`src/hdl/vtcs_pkg.sv`:
```
// Shared types, codes and sizes of the voxel terrain span generator.
package vtcs_pkg;

  localparam int SCREEN_COLUMNS = 320;
  localparam int SCREEN_ROWS = 200;

  localparam int COL_AW = (SCREEN_COLUMNS > 1) ? $clog2(SCREEN_COLUMNS) : 1;
  localparam int YW = 20;
  localparam int SHADE_W = 24;
  localparam int STEP_W = 25;
  localparam int DIV_STEPS = SHADE_W;
  localparam int DIV_CW = $clog2(DIV_STEPS + 1);

  localparam logic [7:0] TOP_RESET = 8'(SCREEN_ROWS);
  localparam logic [7:0] ROW_MAX = 8'(SCREEN_ROWS - 1);
  localparam logic signed [YW-1:0] ROW_HALF = YW'(SCREEN_ROWS / 2);

  localparam logic [1:0] OP_LOAD = 2'd0;
  localparam logic [1:0] OP_FRAME = 2'd1;
  localparam logic [1:0] OP_SAMPLE = 2'd2;

  typedef struct packed {
    logic [1:0] op;
    logic [15:0] cell_index;
    logic [7:0] height_value;
    logic [7:0] color_value;
    logic [8:0] column;
    logic [23:0] pos_x;
    logic [23:0] pos_y;
    logic signed [12:0] eye_height;
    logic [14:0] depth_scale;
    logic [7:0] fade;
  } cmd_t;

  typedef struct packed {
    logic valid;
    logic [SHADE_W-1:0] shade;
    logic [7:0] top;
  } col_entry_t;

  typedef struct packed {
    logic start;
    logic signed [STEP_W-1:0] dividend;
    logic [YW-1:0] divisor;
  } div_req_t;

  typedef struct packed {
    logic done;
    logic busy;
    logic signed [STEP_W-1:0] quotient;
  } div_rsp_t;

endpackage

```
`src/hdl/vtcs_front.sv`:
```
// Input side: accepts transactions, drops ignored ones and queues commands.
module vtcs_front (
  input  logic clk,
  input  logic rst,
  input  logic s_tvalid,
  output logic s_tready,
  input  logic [127:0] s_tdata,
  input  logic [1:0] s_tuser,
  input  logic enable,
  output logic q_valid,
  output vtcs_pkg::cmd_t q_cmd,
  input  logic q_pop
);

  vtcs_pkg::cmd_t slots [4];
  logic [1:0] wptr;
  logic [1:0] rptr;
  logic [2:0] count;
  vtcs_pkg::cmd_t cmd_in;
  logic keep;
  logic push;
  logic pop;

  always_comb begin
    cmd_in.op = s_tuser;
    cmd_in.cell_index = s_tdata[15:0];
    cmd_in.height_value = s_tdata[23:16];
    cmd_in.color_value = s_tdata[31:24];
    cmd_in.column = s_tdata[40:32];
    cmd_in.pos_x = s_tdata[64:41];
    cmd_in.pos_y = s_tdata[88:65];
    cmd_in.eye_height = s_tdata[101:89];
    cmd_in.depth_scale = s_tdata[116:102];
    cmd_in.fade = s_tdata[124:117];
  end

  assign keep = (s_tuser == vtcs_pkg::OP_LOAD) || (s_tuser == vtcs_pkg::OP_FRAME) ||
                ((s_tuser == vtcs_pkg::OP_SAMPLE) &&
                 ({1'b0, s_tdata[40:32]} < 10'(vtcs_pkg::SCREEN_COLUMNS)));
  assign s_tready = enable && (count != 3'd4);
  assign push = s_tvalid && s_tready && keep;
  assign q_valid = (count != 3'd0);
  assign pop = q_pop && q_valid;
  assign q_cmd = slots[rptr];

  always_ff @(posedge clk) begin
    if (push) begin
      slots[wptr] <= cmd_in;
    end
  end

  always_ff @(posedge clk) begin
    if (rst) begin
      wptr <= '0;
      rptr <= '0;
      count <= '0;
    end else begin
      if (push) begin
        wptr <= wptr + 2'd1;
      end
      if (pop) begin
        rptr <= rptr + 2'd1;
      end
      count <= count + 3'(push) - 3'(pop);
    end
  end

endmodule

```
`config.mk`:
```
export PLATFORM = sky130hd
export DESIGN_NAME = vtcs_front
export DESIGN_NICKNAME = d
export VERILOG_FILES = /design/src/hdl/vtcs_pkg.sv /design/src/hdl/vtcs_front.sv
export SDC_FILE = /design/constraint.sdc
export NUM_CORES = 1
export LEC_CHECK = 0
export ABC_AREA = 1
export ABC_CLOCK_PERIOD_IN_PS = 18800
export BUFFER_PORTS_ARGS = -buffer_cell sky130_fd_sc_hd__buf_4
export CORE_MARGIN = 2
export CORE_UTILIZATION = 40
export CTS_CLUSTER_SIZE = 25
export DETAILED_ROUTE_END_ITERATION = 16
export SYNTH_ARGS = -nofsm -noshare
export SYNTH_HDL_FRONTEND = slang
export SYNTH_SLANG_ARGS = --single-unit
```
`constraint.sdc`:
```
create_clock -name clk -period 18.8 [get_ports clk]
set_input_delay 0.94 -clock clk [delete_from_list [all_inputs] [get_ports clk]]
set_output_delay 0.94 -clock clk [all_outputs]
set_load 0.02 [all_outputs]
```
# --- Yosys cells after proc, flatten, opt, wreduce, memory -nomap -nowiden ---
# Memories as Yosys holds them, arrays and structs flattened. A register that Yosys moved wholly into a read port is not among the register bits.
# Cells that the tools add are included.
classes:
  add_sub_neg: 4
  magnitude_cmp: 1
  eq_ne: 3
  mux: 4
  n_reduce_logical: 9
op_table:
  columns: ["cell", "count"]
  rows:
  - ["< comparator 9 bit, second input constant", 1]
  - ["logical AND 1 bit", 5]
  - ["adder 2 x 1 -> 2 bit, second input constant", 2]
  - ["2-to-1 mux 2 bit", 2]
  - ["adder 3 x 1 -> 3 bit", 1]
  - ["!= test 3 bit, second input constant", 1]
  - ["nonzero test 3 bit", 1]
  - ["subtractor 3 x 1 -> 3 bit", 1]
  - ["== test 2 x 1 -> 1 bit, second input constant", 1]
  - ["== test 2 bit, second input constant", 1]
  - ["zero test 2 bit", 1]
  - ["logical OR 1 bit", 2]
  - ["2-to-1 mux 1 bit", 2]
word_totals:
  regBits: 7
  ram_bits: 508
  input_bits: 135
  output_inout_bits: 129
  elab_cells: 25
  n_memories: 1
mem_list:
  columns: ["name", "depth", "word_bits", "read_ports", "rd_ports_with_merged_regs", "write_ports", "line_no", "text"]
  rows:
  - ["slots", 4, 127, 1, 1, 1, "vtcs_front.sv:15", "vtcs_pkg::cmd_t slots [4];"]

# --- Depth between registers and ports, before layout ---
logic_depth:
  word_depth: 6
  mapped_depth: 12
  depth_no_buf: 12

# --- Least setup slack after synthesis ---
# Ideal clock, no wire load.
synth_path:
  path_kind: "input to register"
  startpoint: "in s_tdata[39]"
  endpoint: "mem slots[0][0] (netlist bit), enable pin"
  setup_ns: 0.615
  arrival_time_ns: 6.677
  slack_ns: 11.507
  path_stages: 5
  n_path_buf: 0
  cell_sequence: "o21ai_0 > nand2_1 > nand2_1 > nand2_1 > nor2_1"
synth_via:
  elab_chain_len: 6
synth_rtl:
  columns: ["element", "line_no", "text"]
  rows:
  - ["start: declaration", "vtcs_front.sv:7", "input logic [127:0] s_tdata,"]
  - ["< comparator 9 bit", "vtcs_front.sv:39", "({1'b0, s_tdata[40:32]} < 10'(vtcs_pkg::SCREEN_COLUMNS)));"]
  - ["logical AND 1 bit", "vtcs_front.sv:38", "((s_tuser == vtcs_pkg::OP_SAMPLE) &&"]
  - ["logical OR 1 bit", "vtcs_front.sv:37", "assign keep = (s_tuser == vtcs_pkg::OP_LOAD) || (s_tuser == vtcs_pkg::OP_FRAME) ||"]
  - ["logical AND 1 bit", "vtcs_front.sv:41", "assign push = s_tvalid && s_tready && keep;"]
  - ["2-to-1 mux 1 bit", "vtcs_front.sv:47", "if (push) begin"]
  - ["2-to-1 mux 1 bit (implied by the code)", "vtcs_front.sv:48", "slots[wptr] <= cmd_in;"]
  - ["end: declaration", "vtcs_front.sv:15", null]
# Every way passes these cells.

==> results_dict.tcl <==
set metrics [dict create \
    netlist.area_leader.share_pct 79.5 \
    post_dp_cell_area_sq_um 21700 \
    ys_warn_count 0 \
    r2r_setup_slack_ns 15.33 \
    setup_viol 0 \
    cp.arrival_ns 3.84 \
    clk_latency_ns 0.59 \
    overflow 0 \
    fin_util_pct 49.2 \
    final_area_sq_um 23400 \
    finClkSkew_ns 0.0114 \
    cts.clk_slew.worst_paths_ns 0.06 \
    portBuffers 260 \
    h-tree-depth 2 \
    cp-start-kind "register" \
    vias_per_cell 5.19 \
    cp_max_fo 145 \
    netSwitchingPower_uw 922 \
    ioPinCount 264 \
    status "completed" \
    synthTopCellsByArea "edfxtp_1, o21ai_0, nor2_1" \
    finalCritPeriodShare_pct 25.4 \
    p_seq_share_pct 43.3 \
    hold_ws_ns 0.444 \
    track_usage_pct 17.2 \
    dp.cells 2104 \
    synth_area_sq_um 19200 \
    synth.yosys.seq_area_share_pct 80.4 \
    ant_nets 0 \
    dr.first_iter.drc_count 788 \
    synth_cell_type_count 20 \
    fin_setup_tns_ns 0 \
    clock.fmax_mhz 209 \
    maxCapViolations 0 \
    syn_inst 1298 \
    powerDensity_nw_per_um2 133 \
    wl_per_cell_um 19.8 \
    grt_max_degree 146 \
    mostFrequentLayoutCell "edfxtp_1" \
    cp-end-kind "primary output" \
    layoutNonFillerInstCount 2201 \
    r2r-start "count[1]" \
    post_synth.cell_area_avg_sq_um 14.8 \
    relSlewSlack_pct 21.6 \
    clockBufferDepth 3 \
    cts_buffers 53 \
    combPwrFrac_pct 23.1 \
    r2r-end "slots[0][40]" \
    wl_um 43600 \
    row_count 80 \
    p_leak_uw 0.00805 \
    reg2reg_depth 7 \
    place_congestion 0.722 \
    p_clk_share_pct 33.5 \
    post_cts_buffers 0 \
    slowest_delay_ns 0.96 \
    cts_tree "yes" \
    layout_min_cycle_time_ns 4.78 \
    dp_hpwl_um 22900 \
    area_growth_pct 21.8 \
    die_h_um 223 \
    cpMostUsedCell "buf_4" \
    p_sw_share_pct 29.7 \
    final_nets 1686 \
    dr.pass1.iters 5 \
    dr_total_vias 11400 \
    fp.coreArea_sq_um 47500 \
    start_util_pct 40.4 \
    cp.required_ns 17.86 \
    rsz0062_at_grt "false" \
    yosys.area.top_type "edfxtp_1" \
    worst_pin_slew_ns 1.18 \
    internal_power_uw 2180 \
    worstHoldStart "rptr[1]" \
    ctsResizeCount 0 \
    grt_pass1_wl_um 65700 \
    layout-drive-gt1-share_pct 22.4 \
    dieArea_sq_um 49700 \
    whs_path_depth 2 \
    crit_slowest_cell "buf_4" \
    hold_path.class "register to register" \
    syn_nets 1440 \
    antenna_found_initial 1 \
    worstSetupPathType "register to primary output" \
    drc 0 \
    die_x_um 223 \
    grt_pass1_vias 11200 \
    clock_sink_count 517 \
    ys_seq_elements 517 \
    slew_violations 0 \
    final_cell_mix "edfxtp_1, buf_4, nor2_1" \
    cts_root_buf "clkbuf_16" \
    ir_drop_mv 0.0794 \
    cts-hold-fix-buffers 0 \
    path_cells "inv_6 > buf_4 > o21ai_0 > o22ai_1 > buf_4" \
    hold_violations 0 \
]
-- cell usage after synthesis, drive strengths merged --
master,instances
edfxtp,508
nor2,264
o21ai,257
o22ai,127
clkbuf,56
buf,27
inv,21
nand2,10
dfxtp,9
a21oi,6
ha,6
nand3,4
clkinv,1
fa,1
xor2,1
-- sequential cells by signal (all words and copies together) (netlist names), named ones only --
name   cells
count      3
slots    508
rptr       2
wptr       2
-- worst max-delay path: cells and delay by family, from the launching register on --
family / cells / cell delay (ns)
buffers and inverters: 3 / 2.02
DFF: 1 / 0.61
AOI/OAI and AO/OA: 2 / 0.43
-- cell type report --
class                      instances  area [sq um]
timing repair buffer             274          2060
sequential                       517         15400
multi-input combinational        676          3290
clock inverter                    31           335
clock buffer                      65          1390
antenna                            1          2.50
inverter                          22          88.8
tap                              615           769
fill                            4025         24200
-- layer usage --
metal | up-vias | track usage, % | wire length [um]
met4 | 2 | 4.35 | 757
met5 | - | 0 | 13
met1 | 5687 | 21.7 | 18400
met3 | 63 | 5.51 | 3250
li1 | 5384 | - | -
met2 | 287 | 28.7 | 21100
-- kinds of logic (layout without fill, tap and decap cells) --
kind of cell    after synthesis  after routing  share of synthesized area [%]
fa+ha+maj                     7              7                          0.495
compound gates              390            390                           11.0
other cells                   0              1                              0
simple gates                278            278                           5.46
flops                       517            517                           80.4
xor+xnor                      1              1                         0.0456
buf+inv                     105            392                           2.57
-- through the flow --
stage                     power (uW)  setup slack, ns
final                           3100            14.02
after global placement          2090            14.64
after global routing            3250            13.66
after floorplan                 1790            11.51
after detailed placement        2100            14.61
after CTS                       3150            13.95
-- power by group through the flow --
stage / combinational, uW / sequential (uW) / clock, uW
2_1_floorplan: 441 / 1350 / 0
3_3_place_gp: 720 / 1370 / 0
3_5_place_dp: 727 / 1370 / 0
4_1_cts: 730 / 1350 / 1070
5_1_grt: 778 / 1350 / 1120
6_report: 718 / 1350 / 1040
-- how the worst max path moves through the flow --
stage | from | endpoint | slack [ns] | cells after the start
6_report | register | q_cmd[58] | 14.02 | 5
5_1_grt | register | q_cmd[42] | 13.66 | 5
3_3_place_gp | register | q_cmd[42] | 14.64 | 5
4_1_cts | register | q_cmd[30] | 13.95 | 5
2_1_floorplan | s_tdata[39] | slots[0][0] | 11.51 | 5
3_5_place_dp | register | q_cmd[66] | 14.61 | 5
(Power assumes the default switching activity.)
